<file path="src/pcm_pkg.sv">
// ----------------------------------------------------------------------------
// pcm_pkg
// Shared types and constants of the palette color mapper.
// ----------------------------------------------------------------------------
package pcm_pkg;

    localparam int unsigned PALETTE_DEPTH_DEF = 256;
    localparam int unsigned SUM_W   = 40;
    localparam int unsigned CNT_W   = 32;
    localparam int unsigned COLOR_W = 8;
    localparam int unsigned DIST_W  = 18;
    localparam int unsigned IDX_W   = 8;

    localparam logic [1:0] KIND_LOAD   = 2'd0;
    localparam logic [1:0] KIND_MAP    = 2'd1;
    localparam logic [1:0] KIND_SMOOTH = 2'd2;

    localparam logic [0:0] REG_PALETTE_SIZE = 1'd0;
    localparam logic [0:0] REG_SMOOTH_WGT   = 1'd1;

    localparam logic RES_MAP    = 1'b0;
    localparam logic RES_SMOOTH = 1'b1;

    // Divider request/response between sequencer and divider.
    typedef struct packed {
        logic              start;
        logic [SUM_W-1:0]  dividend;
        logic [CNT_W-1:0]  divisor;
    } div_req_t;

    typedef struct packed {
        logic               done;
        logic [COLOR_W-1:0] quot;
    } div_rsp_t;

endpackage

</file>
<file path="src/pcm_divider.sv">
// ----------------------------------------------------------------------------
// pcm_divider
// Restoring divider, one quotient bit per cycle, saturated to 8 bits.
// ----------------------------------------------------------------------------
module pcm_divider
    import pcm_pkg::*;
(
    input  logic     aclk,
    input  logic     aresetn,
    input  div_req_t req,
    output div_rsp_t rsp
);

    localparam int unsigned STEP_W = $clog2(SUM_W + 1);

    logic [SUM_W-1:0]  quot_reg, quot_next;
    logic [CNT_W:0]    rem_reg, rem_next;
    logic [SUM_W-1:0]  dvd_reg, dvd_next;
    logic [CNT_W-1:0]  dvs_reg;
    logic [STEP_W-1:0] step_reg, step_next;
    logic              busy_reg, busy_next, done_reg, done_next;
    logic [CNT_W:0]    trial;

    always_comb begin
        quot_next = quot_reg;
        rem_next  = rem_reg;
        dvd_next  = dvd_reg;
        step_next = step_reg;
        busy_next = busy_reg;
        done_next = 1'b0;
        trial     = {rem_reg[CNT_W-1:0], dvd_reg[SUM_W-1]};
        if (req.start) begin
            quot_next = '0;
            rem_next  = '0;
            dvd_next  = req.dividend;
            step_next = STEP_W'(SUM_W);
            busy_next = 1'b1;
        end else if (busy_reg) begin
            dvd_next = {dvd_reg[SUM_W-2:0], 1'b0};
            if (trial >= {1'b0, dvs_reg}) begin
                rem_next  = trial - {1'b0, dvs_reg};
                quot_next = {quot_reg[SUM_W-2:0], 1'b1};
            end else begin
                rem_next  = trial;
                quot_next = {quot_reg[SUM_W-2:0], 1'b0};
            end
            step_next = step_reg - 1'b1;
            if (step_reg == STEP_W'(1)) begin
                busy_next = 1'b0;
                done_next = 1'b1;
            end
        end
    end

    always_ff @(posedge aclk) begin
        if (!aresetn) begin
            busy_reg <= 1'b0;
            done_reg <= 1'b0;
            step_reg <= '0;
        end else begin
            busy_reg <= busy_next;
            done_reg <= done_next;
            step_reg <= step_next;
        end
        quot_reg <= quot_next;
        rem_reg  <= rem_next;
        dvd_reg  <= dvd_next;
        if (req.start) begin
            dvs_reg <= req.divisor;
        end
    end

    assign rsp.done = done_reg;
    assign rsp.quot = (quot_reg > SUM_W'(255)) ? 8'd255 : quot_reg[COLOR_W-1:0];

    a_step_range: assert property (@(posedge aclk) disable iff (!aresetn)
        busy_reg |-> step_reg != '0) else $error("divider step count ran out");
    a_done_end: assert property (@(posedge aclk) disable iff (!aresetn)
        done_reg |-> !busy_reg) else $error("divider done while busy");
    a_start_busy: assert property (@(posedge aclk) disable iff (!aresetn)
        req.start |=> busy_reg) else $error("divider did not start");

endmodule

</file>
<file path="config.mk">
export PLATFORM = sky130hd
export DESIGN_NAME = pcm_divider
export DESIGN_NICKNAME = d
export VERILOG_FILES = /design/src/pcm_pkg.sv /design/src/pcm_divider.sv
export SDC_FILE = /design/constraint.sdc
export NUM_CORES = 1
export LEC_CHECK = 0
export BUFFER_PORTS_ARGS = -buffer_cell sky130_fd_sc_hd__buf_2
export CAP_MARGIN = 10
export CORE_ASPECT_RATIO = 1.2
export CORE_MARGIN = 2
export CORE_UTILIZATION = 50
export CTS_BUF_LIST = sky130_fd_sc_hd__clkbuf_16
export DETAILED_ROUTE_END_ITERATION = 10
export PLACE_DENSITY = 0.69
export REMOVE_ABC_BUFFERS = 1
export SETUP_SLACK_MARGIN = 0.4
export SYNTH_ARGS = -nofsm -noshare
export SYNTH_HDL_FRONTEND = slang
export SYNTH_SLANG_ARGS = --single-unit
</file>
<file path="constraint.sdc">
create_clock -name aclk -period 4.2 [get_ports aclk]
set_input_delay 0.84 -clock aclk [delete_from_list [all_inputs] [get_ports aclk]]
set_output_delay 0.84 -clock aclk [all_outputs]
set_load 0.02 [all_outputs]
</file>
After elaboration in Yosys (flattened, before gate mapping)
Index checks and enable logic that the tools add are counted.

$lt $le $gt $ge: 2. Muxes and demuxes: 11. Eq/ne operators: 1. Add/subtract/negate cells: 2. Reductions and logical operators: 3. Bitwise logic cells: 2.

Operators by type and width (number): $mux W40 (2); $gt A40 B8 Y1 const B (1); $ge A33 B32 Y1 (1); $mux W32 (1); $sub A32 B32 Y32 (1); $mux W6 (2); $mux W8 (1); $eq A6 B1 Y1 const B (1); $sub A6 B1 Y6 const B (1); $mux W1 (5); $reduce_or A3 Y1 (1); $not A1 Y1 (2); $reduce_bool A2 Y1 (1); $reduce_or A2 Y1 (1).

Register bits after elaboration: 152. Input bits: 75.

Logic depth before layout (Yosys ltp)
Word-level depth: 4. Mapped depth: 13.

Worst setup path before layout
No wires, ideal clock.

Kind: register -> register. From: register dvd_reg[39]. To: register rem_reg[26]. Clock period less this slack: 2.845 ns. Path buffers: 0. Cell stages (with the launch flop): 13. Slack: 1.355 ns. Data arrival time: 2.754 ns. Data required time: 4.109 ns. Cells stage by stage: edfxtp_1 -> inv_1 -> ha_1 -> fa_1 -> nand2b_1 -> a21oi_2 -> a31oi_1 -> o41a_1 -> o311ai_1 -> a21o_1 -> xor2_1 -> nand2_1 -> a311oi_1.

Cells in the longest elaborated chain, start to end: 2. Elaborated cells between the ends (all ways): 3.

RTL lines: from (decl) (RTL line pcm_divider.sv:18) `logic [SUM_W-1:0] dvd_reg, dvd_next;`; from (signal assigned) (RTL line pcm_divider.sv:67) `dvd_reg <= dvd_next;`; $sub A32 B32 Y32 or $ge A33 B32 Y1 (tied branches) (RTL line pcm_divider.sv:41, pcm_divider.sv:40); $mux W32 * (RTL line pcm_divider.sv:40) `if (trial >= {1'b0, dvs_reg}) begin`; to (signal assigned) (RTL line pcm_divider.sv:66) `rem_reg <= rem_next;`; to (decl) (RTL line pcm_divider.sv:17) `logic [CNT_W:0] rem_reg, rem_next;`.

Every way passes the cells marked *; elsewhere a longest branch is shown, timed or not. A chain may end at the register's enable or synchronous reset.

Worst setup path in the final report
From: register dvd_reg[39]. To: register rem_reg[30].

Same word-level chain as after synthesis.

==> results.sh <==
export IMPL_synth_area_per_cell_um2=10.3
export IMPL_final_hold_viol_count=0
export IMPL_yosysMostFrequentCell="nor2_1"
export IMPL_endpoint_kind="register"
export IMPL_fin_crit_sh_pct=77.9
export IMPL_chipHeight_um=142
export IMPL_startpoint_type="register"
export IMPL_drcViolationCount=0
export IMPL_multiInputGateArea_mm2=0.00380
export IMPL_required_ns=4.52
export IMPL_seqCellArea_mm2=0.00377
export IMPL_ctsHoldBuffers=0
export IMPL_viasPerCell=5.52
export IMPL_antennaDiodeCount=0
export IMPL_synth_distinct_cells=60
export IMPL_syn_cell_area_mm2=0.00790
export IMPL_synth_commonest_cells="nor2_1 (101), dfxtp_1 (80), nand2_1 (79), edfxtp_1 (72), inv_1 (42)"
export IMPL_fin_skew_ns=0.00799
export IMPL_synthArstFlopShare_pct=0
export IMPL_vias=5856
export IMPL_fin_crit_ns=3.27
export IMPL_portBuffers=83
export IMPL_synth_seq_cells=152
export IMPL_htree_levels=4
export IMPL_relSlewSlack_pct=41.7
export IMPL_yosysSeqAreaShare_pct=47.7
export IMPL_cts_clk_slew_worst_paths_ns=0.06
export IMPL_vdd_ir_drop_max_mv=0.315
export IMPL_root_buffer="clkbuf_16"
export IMPL_hold_start="rem_reg[1]$_SDFFE_PP0P_"
export IMPL_wire_per_inst_um=14.7
export IMPL_ios=84
export IMPL_synth_edf_count=72
export IMPL_drt_antenna_violating_nets=0
export IMPL_cts_resized=0
export IMPL_grt_max_degree=63
export IMPL_grt_pass1_vias=5815
export IMPL_clock_sinks=152
export IMPL_cp_startpoint="dvd_reg[39]$_DFFE_PP_"
export IMPL_synth_top_area_cell="edfxtp_1"
export IMPL_power_total_uw=4130
export IMPL_critPathKind="reg2reg"
export IMPL_status="complete, no violations"
export IMPL_cp_max_fo=3
export IMPL_regToRegStartpoint="dvd_reg[39]$_DFFE_PP_"
export IMPL_fin_nets=949
export IMPL_pre_cts_ws_ns=0.989
export IMPL_die_x_um=119
export IMPL_pwr_density_cell_mw_per_mm2=455
export IMPL_dp_hpwl_mm=11.0
export IMPL_p_leak_uw=0.00374
export IMPL_drv_cap=0
export IMPL_coreArea_mm2=0.0155
export IMPL_clock_latency_ns=0.43
export IMPL_fill_cells=1379
export IMPL_tightest_slew_ns=0.874
export IMPL_hold_class="reg2reg"
export IMPL_cp_arrival_ns=3.59
export IMPL_antenna_found_initial=0
export IMPL_timing_final_max_slew_violations=0
export IMPL_initial_core_util_pct=50.9
export IMPL_rsz0062_at_grt="false"
export IMPL_synthToLayoutAreaGrowth_pct=15.0
export IMPL_die_area_mm2=0.0168
export IMPL_grt_overflow=0
export IMPL_drt_iter0_markers=349
export IMPL_routed_wl_mm=15.6
export IMPL_synth_top_area_share_pct=27.4
export IMPL_ys_warnings_count=0
export IMPL_cts_setup_buffers=0
export IMPL_max_freq_mhz=306
export IMPL_cts_tree="done"
export IMPL_ys_flop_type="dfxtp_1"
export IMPL_cts_buffers=17
export IMPL_setup_ws_ns=0.929
export IMPL_gp_congestion=0.865
export IMPL_synthCells=769
export IMPL_grt_pass1_wl_mm=26.5
export IMPL_fp_row_count=50
export IMPL_clk_path_buf_depth=2
export IMPL_dr_pass1_iters=4
export IMPL_setup_viol=0
export IMPL_final_layout_size_suffix_gt1_share_pct=22.3
export IMPL_ys_top_cells_by_area="edfxtp_1 (27%), dfxtp_1 (20%), mux2_2 (5.6%), ha_1 (5.4%), mux2i_1 (5.2%)"
export IMPL_grt_use_total_pct=19.3
-- layer usage --
layer / wire, um / up-vias / part of all wire (%) / GRT usage [%]
met5: 0 / - / 0 / 0
met3: 836 / 38 / 5.4 / 5.91
met1: 6520 / 2771 / 42 / 22.4
met4: 406 / 0 / 2.6 / 8.90
met2: 7800 / 129 / 50 / 32.8
li1: - / 2918 / - / -
-- through the flow --
| stage | utilization, % | TNS, ns | hold slack, ns | area [um2] | std cells |
|---|---|---|---|---|---|
| 2_1_floorplan | - | -0.483 | 0.452 | 7720 | 732 |
| 3_3_place_gp | 54.4 | 0 | 0.473 | 8440 | 1028 |
| 3_5_place_dp | 54.4 | 0 | 0.491 | 8440 | 1028 |
| 4_1_cts | 58.5 | 0 | 0.500 | 9080 | 1060 |
| 5_1_grt | 58.5 | 0 | 0.525 | 9080 | 1060 |
| 6_report | 58.5 | 0 | 0.500 | 9080 | 1060 |
-- cells in the final DEF, fill, tap and decap left out, types with 32 or more instances in the layout --
| master | instances |
|---|---|
| nand2_1 | 79 |
| buf_2 | 82 |
| nor2_1 | 101 |
| mux2i_1 | 41 |
| a21oi_1 | 32 |
| mux2_2 | 39 |
| edfxtp_1 | 72 |
| inv_1 | 42 |
| dfxtp_1 | 79 |
| ha_1 | 34 |
-- path summary, 6_finish.rpt --
path / end / slack, ns / cells after the start
worst max-delay path: rem_reg[30]$_SDFFE_PP0P_ / 0.93 / 12
worst min-delay path: rem_reg[1]$_SDFFE_PP0P_ / 0.50 / 2
worst max register to register: rem_reg[30]$_SDFFE_PP0P_ / 0.93 / 12
worst min register to register: rem_reg[1]$_SDFFE_PP0P_ / 0.50 / 2
-- logic make-up (layout without fill, tap and decap cells) --
kind of cell,Yosys count,in the layout,synth area share (%)
DFF,152,152,47.7
xor gates and xnor gates,29,29,3.22
muxes,80,80,10.8
adders and majority gates,35,35,5.64
buffers and inverters,79,162,4.20
and+or+nand+nor,254,254,14.6
AOI/OAI and AO/OA,140,140,14.0
-- power breakdown --
group	total (uW)	internal (uW)	switching, uW
clock	1650	1010	641
sequential	1730	1670	61.3
combinational	752	314	438
total	4130	2990	1140
-- worst max-delay path, stage by stage (launching register included) --
cell and delay, ns:
edfxtp_1 0.35, inv_1 0.05, ha_1 0.22, fa_1 0.38, nand2b_1 0.19, a21oi_2 0.20
a31oi_1 0.18, o41a_1 0.46, o311ai_1 0.41, a41oi_1 0.19, mux2i_1 0.18, nor3_1 0.06
nor4_1 0.31
-- cell type report --
cell class / count / share of cell area [%]
flip-flops and latches: 152 / 41.5
repair buffers: 88 / 5.01
clock buffers: 17 / 4.68
well taps: 208 / 2.87
multi-input cells: 538 / 41.9
clock inverters: 15 / 2.37
inverters: 42 / 1.74
(Power assumes the default switching activity.)
